File: src/rtl/ili_pkg.sv
`default_nettype none

package ili_pkg;

   // Default number of entries in the list store
   localparam int CAPACITY_DEF = 64;

   // Fixed field widths
   localparam int MODE_W  = 3;
   localparam int POS_W   = 7;
   localparam int VALUE_W = 32;

   // Request modes
   localparam logic [MODE_W-1:0] MODE_READ   = 3'd0;
   localparam logic [MODE_W-1:0] MODE_HEAD   = 3'd1;
   localparam logic [MODE_W-1:0] MODE_TAIL   = 3'd2;
   localparam logic [MODE_W-1:0] MODE_AT     = 3'd3;
   localparam logic [MODE_W-1:0] MODE_DELETE = 3'd4;

   // Controller states
   typedef enum logic [2:0] {
      ST_IDLE,
      ST_RD_ISSUE,
      ST_RD_WAIT,
      ST_SHIFT_UP,
      ST_PUT,
      ST_SHIFT_DOWN,
      ST_RESP
   } state_type;

   // Commands from controller to datapath
   typedef struct packed {
      logic accept;
      logic read;
      logic capture;
      logic shift_up;
      logic shift_down;
      logic put;
      logic len_inc;
      logic len_dec;
      logic set_ok;
   } cmd_type;

   // Status from datapath to controller
   typedef struct packed {
      logic ins_ok;
      logic del_ok;
      logic rd_ok;
      logic up_more;
      logic down_more;
   } status_type;

endpackage

`default_nettype wire

File: src/rtl/ili_ram.sv
`default_nettype none

module ili_ram #(
   parameter int WIDTH = 32,
   parameter int DEPTH = 64
) (
   input  wire logic                     clock,
   input  wire logic                     wr_en,
   input  wire logic [$clog2(DEPTH)-1:0] wr_addr,
   input  wire logic [WIDTH-1:0]         wr_data,
   input  wire logic [$clog2(DEPTH)-1:0] rd_addr,
   output      logic [WIDTH-1:0]         rd_data
);

   logic [WIDTH-1:0] mem_ff [DEPTH];

   // Write one entry, read one entry with registered data
   always_ff @(posedge clock) begin
      if (wr_en) begin
         mem_ff[wr_addr] <= wr_data;
      end
      rd_data <= mem_ff[rd_addr];
   end

endmodule

`default_nettype wire

File: src/rtl/ili_ctrl.sv
`default_nettype none

module ili_ctrl
   import ili_pkg::*;
(
   input  wire logic              clock,
   input  wire logic              reset,
   input  wire logic              req_valid,
   output      logic              req_ready,
   input  wire logic [MODE_W-1:0] req_mode,
   output      logic              rsp_valid,
   input  wire logic              rsp_ready,
   input  wire status_type        status,
   output      cmd_type           cmd
);

   state_type state_ff;
   state_type state_in;

   // Hold the state register
   always_ff @(posedge clock) begin
      if (reset) begin
         state_ff <= ST_IDLE;
      end else begin
         state_ff <= state_in;
      end
   end

   // Decide next state and issue datapath commands
   always_comb begin
      state_in  = state_ff;
      cmd       = '0;
      req_ready = 1'b0;
      rsp_valid = 1'b0;
      case (state_ff)
         ST_IDLE: begin
            req_ready = 1'b1;
            if (req_valid) begin
               cmd.accept = 1'b1;
               case (req_mode)
                  MODE_READ:   state_in = status.rd_ok ? ST_RD_ISSUE : ST_RESP;
                  MODE_HEAD,
                  MODE_TAIL,
                  MODE_AT:     state_in = status.ins_ok ? ST_SHIFT_UP : ST_RESP;
                  MODE_DELETE: state_in = status.del_ok ? ST_SHIFT_DOWN : ST_RESP;
                  default:     state_in = ST_RESP;
               endcase
            end
         end
         ST_RD_ISSUE: begin
            cmd.read = 1'b1;
            state_in = ST_RD_WAIT;
         end
         ST_RD_WAIT: begin
            cmd.capture = 1'b1;
            state_in    = ST_RESP;
         end
         ST_SHIFT_UP: begin
            // Move entries up one place, last one first
            if (status.up_more) begin
               cmd.shift_up = 1'b1;
            end else begin
               state_in = ST_PUT;
            end
         end
         ST_PUT: begin
            cmd.put     = 1'b1;
            cmd.len_inc = 1'b1;
            cmd.set_ok  = 1'b1;
            state_in    = ST_RESP;
         end
         ST_SHIFT_DOWN: begin
            // Move entries down one place, first one first
            if (status.down_more) begin
               cmd.shift_down = 1'b1;
            end else begin
               cmd.len_dec = 1'b1;
               cmd.set_ok  = 1'b1;
               state_in    = ST_RESP;
            end
         end
         ST_RESP: begin
            rsp_valid = 1'b1;
            if (rsp_ready) begin
               state_in = ST_IDLE;
            end
         end
         default: begin
            state_in = ST_IDLE;
         end
      endcase
   end

   // A result only follows work on an accepted item
   a_resp_entry: assert property (@(posedge clock) disable iff (reset)
      (state_ff == ST_RESP && $past(state_ff) != ST_RESP) |->
         ($past(state_ff) == ST_IDLE || $past(state_ff) == ST_RD_WAIT ||
          $past(state_ff) == ST_PUT || $past(state_ff) == ST_SHIFT_DOWN))
      else $error("result state entered from an unexpected state");

   // No new item is taken while a result is outstanding
   a_no_accept_busy: assert property (@(posedge clock) disable iff (reset)
      rsp_valid |-> !req_ready)
      else $error("input ready while a result is pending");

   // An insert always ends with a write of the new value
   a_put_after_up: assert property (@(posedge clock) disable iff (reset)
      (state_ff == ST_SHIFT_UP && !status.up_more) |=> cmd.put)
      else $error("insert shift did not end in a put");

endmodule

`default_nettype wire

File: src/rtl/ili_dp.sv
`default_nettype none

module ili_dp
   import ili_pkg::*;
#(
   parameter int CAPACITY = CAPACITY_DEF
) (
   input  wire logic                      clock,
   input  wire logic                      reset,
   input  wire cmd_type                   cmd,
   output      status_type                status,
   input  wire logic [MODE_W-1:0]         req_mode,
   input  wire logic [POS_W-1:0]          req_position,
   input  wire logic signed [VALUE_W-1:0] req_value,
   output      logic signed [VALUE_W-1:0] rsp_read_value,
   output      logic                      rsp_ok,
   output      logic [POS_W-1:0]          rsp_length
);

   localparam int AW = (CAPACITY > 1) ? $clog2(CAPACITY) : 1;
   localparam int LW = $clog2(CAPACITY + 1);
   localparam int XW = LW + POS_W;

   logic [LW-1:0]      len_ff, len_in;
   logic [LW-1:0]      idx_ff, idx_in;
   logic [LW-1:0]      pos_ff, pos_in;
   logic [VALUE_W-1:0] value_ff, value_in;
   logic               pend_ff, pend_in;
   logic [AW-1:0]      pend_addr_ff, pend_addr_in;
   logic [VALUE_W-1:0] res_value_ff, res_value_in;
   logic               res_ok_ff, res_ok_in;

   logic [XW-1:0]      pos_x, len_x, pos_eff_x, pos1_x, len_wide;
   logic               full;
   logic [LW-1:0]      idx_m1;
   logic               ram_we;
   logic [AW-1:0]      ram_waddr, ram_raddr;
   logic [VALUE_W-1:0] ram_wdata, ram_rdata;

   // Check the request against the current length
   always_comb begin
      pos_x  = XW'(req_position);
      len_x  = XW'(len_ff);
      pos1_x = pos_x + XW'(1);
      full   = (len_ff == LW'(CAPACITY));
      case (req_mode)
         MODE_HEAD: pos_eff_x = '0;
         MODE_TAIL: pos_eff_x = len_x;
         default:   pos_eff_x = pos_x;
      endcase
      status.ins_ok    = !full && (pos_eff_x <= len_x);
      status.del_ok    = pos_x < len_x;
      status.rd_ok     = pos_x < len_x;
      status.up_more   = idx_ff > pos_ff;
      status.down_more = idx_ff < len_ff;
   end

   assign idx_m1 = idx_ff - LW'(1);

   // Next values of the datapath registers
   always_comb begin
      len_in       = len_ff;
      idx_in       = idx_ff;
      pos_in       = pos_ff;
      value_in     = value_ff;
      pend_in      = cmd.shift_up | cmd.shift_down;
      pend_addr_in = pend_addr_ff;
      res_value_in = res_value_ff;
      res_ok_in    = res_ok_ff;
      if (cmd.accept) begin
         pos_in       = pos_eff_x[LW-1:0];
         idx_in       = (req_mode == MODE_DELETE) ? pos1_x[LW-1:0] : len_ff;
         value_in     = req_value;
         res_value_in = '1;
         res_ok_in    = 1'b0;
      end
      if (cmd.shift_up) begin
         pend_addr_in = idx_ff[AW-1:0];
         idx_in       = idx_m1;
      end
      if (cmd.shift_down) begin
         pend_addr_in = idx_m1[AW-1:0];
         idx_in       = idx_ff + LW'(1);
      end
      if (cmd.capture) begin
         res_value_in = ram_rdata;
         res_ok_in    = 1'b1;
      end
      if (cmd.set_ok) begin
         res_ok_in = 1'b1;
      end
      if (cmd.len_inc) begin
         len_in = len_ff + LW'(1);
      end
      if (cmd.len_dec) begin
         len_in = len_ff - LW'(1);
      end
   end

   // Hold control state under reset
   always_ff @(posedge clock) begin
      if (reset) begin
         len_ff  <= '0;
         pend_ff <= 1'b0;
      end else begin
         len_ff  <= len_in;
         pend_ff <= pend_in;
      end
   end

   // Payload registers
   always_ff @(posedge clock) begin
      idx_ff       <= idx_in;
      pos_ff       <= pos_in;
      value_ff     <= value_in;
      pend_addr_ff <= pend_addr_in;
      res_value_ff <= res_value_in;
      res_ok_ff    <= res_ok_in;
   end

   // Memory port selection: a pending shift write or the new value
   always_comb begin
      ram_we    = pend_ff | cmd.put;
      ram_waddr = cmd.put ? pos_ff[AW-1:0] : pend_addr_ff;
      ram_wdata = cmd.put ? value_ff : ram_rdata;
      if (cmd.read) begin
         ram_raddr = pos_ff[AW-1:0];
      end else if (cmd.shift_up) begin
         ram_raddr = idx_m1[AW-1:0];
      end else begin
         ram_raddr = idx_ff[AW-1:0];
      end
   end

   ili_ram #(
      .WIDTH (VALUE_W),
      .DEPTH (CAPACITY)
   ) u_store (
      .clock   (clock),
      .wr_en   (ram_we),
      .wr_addr (ram_waddr),
      .wr_data (ram_wdata),
      .rd_addr (ram_raddr),
      .rd_data (ram_rdata)
   );

   // Drive the result fields
   assign len_wide       = XW'(len_ff);
   assign rsp_read_value = res_value_ff;
   assign rsp_ok         = res_ok_ff;
   assign rsp_length     = len_wide[POS_W-1:0];

   // The new value never collides with a pending shift write
   a_put_no_pend: assert property (@(posedge clock) disable iff (reset)
      cmd.put |-> !pend_ff)
      else $error("put collides with a pending shift write");

   // Length stays within the store
   a_len_range: assert property (@(posedge clock) disable iff (reset)
      len_ff <= LW'(CAPACITY))
      else $error("list length beyond capacity");

   // A completed insert grows the list by one
   a_len_inc: assert property (@(posedge clock) disable iff (reset)
      cmd.len_inc |=> (len_ff == $past(len_ff) + LW'(1)))
      else $error("insert did not grow the list by one");

endmodule

`default_nettype wire

File: src/rtl/indexed_list_insert_delete_top.sv
`default_nettype none

// Channel   Ports                                       Direction
// request   req_valid/req_ready, req_mode,              in
//           req_position, req_value
// response  rsp_valid/rsp_ready, rsp_read_value,        out
//           rsp_ok, rsp_length
//
// One item is worked at a time: a read, an insert, a delete or a refused
// item each runs to its result before the next accept. Shifts move one
// entry per cycle through the list memory (one read and one write port).
// Reset clears the length and the controller; the memory is not cleared.
// A stalled result holds until taken; no new item is accepted meanwhile.

module indexed_list_insert_delete_top
   import ili_pkg::*;
#(
   parameter int CAPACITY = CAPACITY_DEF
) (
   input  wire logic                      clock,
   input  wire logic                      reset,
   input  wire logic                      req_valid,
   output      logic                      req_ready,
   input  wire logic [MODE_W-1:0]         req_mode,
   input  wire logic [POS_W-1:0]          req_position,
   input  wire logic signed [VALUE_W-1:0] req_value,
   output      logic                      rsp_valid,
   input  wire logic                      rsp_ready,
   output      logic signed [VALUE_W-1:0] rsp_read_value,
   output      logic                      rsp_ok,
   output      logic [POS_W-1:0]          rsp_length
);

   cmd_type    cmd;
   status_type status;

   ili_ctrl u_ctrl (
      .clock     (clock),
      .reset     (reset),
      .req_valid (req_valid),
      .req_ready (req_ready),
      .req_mode  (req_mode),
      .rsp_valid (rsp_valid),
      .rsp_ready (rsp_ready),
      .status    (status),
      .cmd       (cmd)
   );

   ili_dp #(
      .CAPACITY (CAPACITY)
   ) u_dp (
      .clock          (clock),
      .reset          (reset),
      .cmd            (cmd),
      .status         (status),
      .req_mode       (req_mode),
      .req_position   (req_position),
      .req_value      (req_value),
      .rsp_read_value (rsp_read_value),
      .rsp_ok         (rsp_ok),
      .rsp_length     (rsp_length)
   );

endmodule

`default_nettype wire
File: config.mk
export PLATFORM = sky130hd
export DESIGN_NAME = indexed_list_insert_delete_top
export DESIGN_NICKNAME = d
export VERILOG_FILES = /design/src/rtl/ili_pkg.sv /design/src/rtl/ili_ram.sv /design/src/rtl/ili_ctrl.sv /design/src/rtl/ili_dp.sv /design/src/rtl/indexed_list_insert_delete_top.sv
export SDC_FILE = /design/constraint.sdc
export NUM_CORES = 2
export LEC_CHECK = 0
export BUFFER_PORTS_ARGS = -buffer_cell sky130_fd_sc_hd__buf_4
export CORE_MARGIN = 10
export CORE_UTILIZATION = 50
export CTS_CLUSTER_SIZE = 28
export DETAILED_ROUTE_END_ITERATION = 12
export HOLD_SLACK_MARGIN = 0.15
export PLACE_DENSITY = 0.7
export SYNTH_ARGS = -nofsm -noshare
export SYNTH_HDL_FRONTEND = slang
export SYNTH_HIERARCHICAL = 1
export SYNTH_SLANG_ARGS = --single-unit
File: constraint.sdc
create_clock -name clock -period 9.2 [get_ports clock]
set_input_delay 0.92 -clock clock [delete_from_list [all_inputs] [get_ports clock]]
set_output_delay 0.92 -clock clock [all_outputs]
set_load 0.02 [all_outputs]
# Word level (Yosys, flattened, before mapping)
# Memory sizes are Yosys's and may differ from the RTL's. A register that Yosys moved wholly into a read port is not among the register bits.
# Cells that the tools add are included.
[word_totals]
n_memories = 1
latchBits = 0
ramBits = 2048
elab_cells = 88
romBits = 0
output_inout_bits = 42
input_bits = 46
register_bits = 96
[classes]
div = 0
reduce_logical = 12
eq_ne = 15
n_lt_le_gt_ge = 4
add_sub_neg = 5
muxes = 40
shift = 0
mul = 0
bitwise = 2
[memory_table]
columns = ["name", "depth", "width", "rd", "rd_ports_with_merged_regs", "wr", "line_no", "rtl"]
rows = [
  ["u_dp.u_store.mem_ff", 64, 32, 1, 1, 1, "ili_ram.sv:15", "logic [WIDTH-1:0] mem_ff [DEPTH];"],
]
[op_table]
columns = ["operator", "count"]
rows = [
  ["32-bit 2-to-1 mux", 3],
  ["7-bit 2-to-1 mux", 6],
  ["6-bit 2-to-1 mux", 5],
  ["7-bit by 1-bit adder with 7-bit output (second input constant)", 3],
  ["3-bit 2-to-1 mux", 6],
  ["3-bit case mux with 6 select lines", 1],
  ["7-bit < comparator", 2],
  ["7-bit case mux with 2 select lines", 1],
  ["7-bit by 1-bit subtractor with 7-bit output (second input constant)", 2],
  ["1-bit 2-to-1 mux", 13],
  ["3-bit by 2-bit == test with 1-bit output (second input constant)", 4],
  ["3-bit == test (second input constant)", 4],
  ["3-bit case mux with 3 select lines", 1],
  ["2-bit inequality test (second input constant)", 4],
  ["7-bit == test (second input constant)", 1],
  ["7-bit greater-than comparator", 1],
  ["7-bit <= comparator", 1],
  ["3-bit by 1-bit == test with 1-bit output (second input constant)", 2],
  ["3-bit zero test", 2],
  ["2-bit 2-to-1 mux", 3],
  ["2-bit nonzero test", 3],
  ["4-bit AND reduction", 1],
  ["2-bit OR reduction", 2],
  ["3-bit nonzero test", 1],
  ["5 further kinds", 6],
]

# Logic depth before layout (Yosys ltp)
[logic_depth]
ltp_word = 8
mapped_depth = 23
mapped_depth_nobuf = 17

# Cells and area by module
# The synthesis kept the hierarchy.
[by_module_without_submodules]
columns = ["module", "area_each_um2", "seq_area_each_um2", "cells_per_inst", "instances"]
rows = [
  ["ili_ram", 78515.3, 62139.6, 3324, 1],
  ["ili_dp", 5271.3, 2702.6, 461, 1],
  ["ili_ctrl", 355.3, 60.1, 43, 1],
]

# Least setup slack after synthesis
# Ideal clock, no wire load.
[synth_timing]
path_type = "register to register"
startpoint = "reg u_ctrl.state_ff[1]"
endpoint = "mem u_dp.u_store.mem_ff[48][0] (enable)"
arrival_ns = 4.278
n_path_buf = 4
path_stages_with_launch = 12
setup_ns = 0.461
required_ns = 8.739
path_slack_ns = 4.461
synth_period_minus_slack_ns = 4.739
cell_sequence = "dfxtp_1 > buf_6 > inv_1 > nand2_1 > nor2_1 > buf_4 > buf_2 > mux2_2 > clkbuf_1 > nor2b_1 > nand4b_1 > nor3_1"
[synth_lines]
columns = ["item", "line_no", "rtl"]
rows = [
  ["start: declaration", "ili_ctrl.sv:17", "state_type state_ff;"],
  ["start signal: assignment", "ili_ctrl.sv:25", "state_ff <= state_in;"],
  ["end: declaration", "ili_ram.sv:15", ""],
]

==> metrics.txt <==
violation count after the first detailed-routing iteration=5232; final hold viol count=0; Pre-antenna DRT Iters=5; classification of the worst setup path=reg -> reg; placer's final routability congestion estimate=0.842; power density normalized to cell area=306 nW/um^2; CP Capture Type=register; Layout Skew=0.0406 ns; DIE HEIGHT=430 microns; Peak supply drop=259 uV; area of the die=185000 sq um; fraction of synthesized cell area taken by the top area cell type=76.1%; number of synthesized flops with an enable pin=2132; syn avg cell area=22.0 sq um; cts bufs inserted=206; overflow left after global routing=0; end of the worst register-to-register path=u_dp/u_store/rd_data[21]; Tightest Pin Transition=1.32 ns; count of buffers from port buffering=87; fraction of the yosys area taken by sequential cells=77.1%; distinct cell type count of the synthesized netlist=68; clock net sink count=2176; hold endpoint=u_dp/value_ff[26]; remaining antenna violation count after routing=0; leakage power=29.2 nW; max_cap viols=0; clock network latency to the later pin of the worst-skew pair=0.84 ns; Chip Width=430 microns; I/O pins=88; Rel. slew slack=12.2%; remaining design rule violation count=0; fill cell count=11.9k; fin crit share=68.1%; pin count of the biggest net entering global routing=97; largest area contributor in the netlist=edfxtp_1; Final nets=4108; final design utilization=56.5%; async set or reset register ratio after synthesis=0%; HPWL after detailed placement=110000 microns; outcome=finished clean; TritonCTS clock tree=yes; leading register cell type out of synthesis=edfxtp_1; setup total negative slack=0 ns; Clk pin slew, worst setup/hold paths=0.06 ns; maximum clock rate=160 MHz; post-cts sizing count=0; max-slew violations=0; vias in the first global route=41.0k; critical path required time=9.84 ns; Max clock buf depth=3; number of instances in the synthesized netlist=3828; post-synthesis cell area=84100 sq um; number of nets produced by synthesis=3909; crit-path max FO=89; Register-to-Register Path Depth=16; vias per cell=6.42; Final min period=6.26 ns; CORE AREA=167000 sq um; layout-stage area growth over the synthesis result=12.3%; CP Data Arrival Time=6.91 ns; fraction of layout cells with a size suffix above 1=27.6%; Row Count=150; synth warn=6; startpoint types=register; first-pass GRT wire length=298000 microns; area after detailed placement=88000 sq um; number of vias after detailed routing=41.2k; routed length per placed instance=32.3 microns; Final Instance Area=94500 sq um; starting utilization of the core area=50.3%; number of synthesized register bits=2176; hold path start=req_value[26]; RSZ-0062 raised after global routing=no; total power consumption of the routed design=28.9 mW; startpoint of the worst-slack reg-to-reg timing path=u_dp/idx_ff[0]; class of the most critical hold timing path=in -> reg; dominant cells by area after synthesis=edfxtp_1, mux4_2, mux2i_1; hold path cells=1; combined global-route utilization of all metal layers=22.2%; total wire length=207000 microns; antenna violations before repair=7; post-CTS setup-driven buffer insertion count=0; Final Setup Violations=0; CTS H-Tree Depth=4; number of buffers inserted by hold repair at cts=0; library cell used as clock root buffer=clkbuf_16; setup slack of the most critical reg-to-reg path=2.94 ns
==> cell usage in the layout (no fill, tap or decap), types with 33 or more instances in the layout <==
| cell type | netlist | routed |
|---|---|---|
| clkbuf_1 | 84 | 61 |
| nand2_1 | 59 | 59 |
| o22ai_1 | 86 | 86 |
| nor2_4 | 1 | 64 |
| a21oi_1 | 97 | 96 |
| clkbuf_16 | 0 | 208 |
| edfxtp_1 | 2132 | 2132 |
| mux4_2 | 544 | 544 |
| ha_1 | 34 | 34 |
| mux2_2 | 38 | 38 |
| dfxtp_1 | 44 | 44 |
| nor2_1 | 164 | 101 |
| mux2i_1 | 94 | 94 |
| clkinv_1 | 0 | 33 |
| nand2b_1 | 45 | 44 |
| buf_4 | 29 | 189 |
| clkinv_2 | 0 | 36 |
==> worst max path at each step <==
stage | startpoint | end | slack, ns
after global placement | u_dp/idx_ff[0] | u_dp/u_store/rd_data[15] | 3.05
after CTS | u_dp/idx_ff[0] | u_dp/u_store/rd_data[15] | 3.07
after global routing | u_dp/idx_ff[0] | u_dp/u_store/rd_data[21] | 2.59
after detailed placement | u_dp/idx_ff[0] | u_dp/u_store/rd_data[15] | 3.09
final | u_dp/idx_ff[0] | u_dp/u_store/rd_data[21] | 2.94
after floorplan | u_ctrl/state_ff[1] | u_dp/u_store/mem_ff[48][0] | 4.46
==> through the flow <==
step | std cells | setup WS (ns) | hold WS, ns
after floorplan | 3828 | 4.46 | 0.483
after global placement | 6023 | 3.05 | 0.475
after detailed placement | 6023 | 3.09 | 0.476
after CTS | 6406 | 3.07 | 0.197
after global routing | 6406 | 2.59 | 0.222
final | 6416 | 2.94 | 0.253
==> logic make-up (layout without fill, tap and decap cells) <==
kind of cell,count (synthesis),in the layout,share of synthesized area [%]
flops,2176,2176,77.1
mux,677,677,16.2
simple gates,382,382,2.25
compound gates,302,302,2.32
buf+inv,236,610,1.36
fa+ha+maj,35,35,0.529
xor+xnor,20,20,0.208
other cells,0,10,0
==> power by group <==
part           switching, mW  internal (mW)
Combinational           4.93           2.66
Sequential             0.254           13.0
Clock                   3.57           4.47
==> area by class of cell <==
type	count	area, sq um	area share [%]
clock buffers	286	5670	6.00
inverters	29	109	0.115
repair buffers	198	1600	1.69
well taps	2204	2760	2.92
flip-flops and latches	2176	64900	68.7
clock inverters	97	737	0.780
diodes	10	25.0	0.0265
multi-input cells	1416	18700	19.8
==> metal layers <==
layer / global-route usage, % / part of all wire, % / vias up
li1: - / - / 16517
met1: 30.6 / 38 / 22168
met2: 35.4 / 48 / 2156
met3: 5.05 / 10 / 359
met4: 7.29 / 3.3 / 4
met5: 0 / 0.011 / -
==> critical path, cell delays in order (launching register included) <==
cell and delay [ns]:
edfxtp_1 0.61, inv_1 0.12, ha_1 0.22, inv_1 0.05, a21o_1 0.11, a21oi_1 0.06
o21ai_0 0.15, o22a_1 0.18, nand4_1 0.17, inv_1 0.37, xnor2_1 0.17, o21ai_4 0.91
buf_12 0.56, mux4_2 0.61, mux4_2 0.49, o22ai_1 0.95, nor2_1 0.11
==> synth_stat cells, types with 4 or more instances <==
cell and number:
buf_6 8, mux2i_1 94, buf_1 22, edfxtp_1 2132, mux4_2 544, nand3_1 13
buf_4 29, a311oi_1 9, xor2_1 9, nor2_1 164, a21oi_1 97, buf_2 63
nor2b_1 27, o22ai_1 86, nand2_1 59, xnor2_1 11, clkbuf_1 84, or3_1 5
a41o_1 5, nand2b_1 45, ha_1 34, or2_2 4, nand4_1 7, o221ai_1 27
a211oi_1 6, o21ai_0 23, inv_1 29, o32ai_1 4, mux2_2 38, nand3b_1 7
and3_1 8, a22oi_1 14, nor3_1 17, a21o_1 7, dfxtp_1 44
==> state kept, by name, indices dropped and copies added (netlist names) <==
name                  flops
u_dp/u_store/rd_data     32
u_dp/idx_ff               7
u_dp/u_store/mem_ff    2048
u_dp/rsp_read_value      32
u_dp/rsp_length           7
u_dp/pend_ff              1
u_dp/pend_addr_ff         6
u_dp/pos_ff               7
u_dp/rsp_ok               1
u_dp/value_ff            32
u_ctrl/state_ff           3
(Power assumes the default switching activity.)
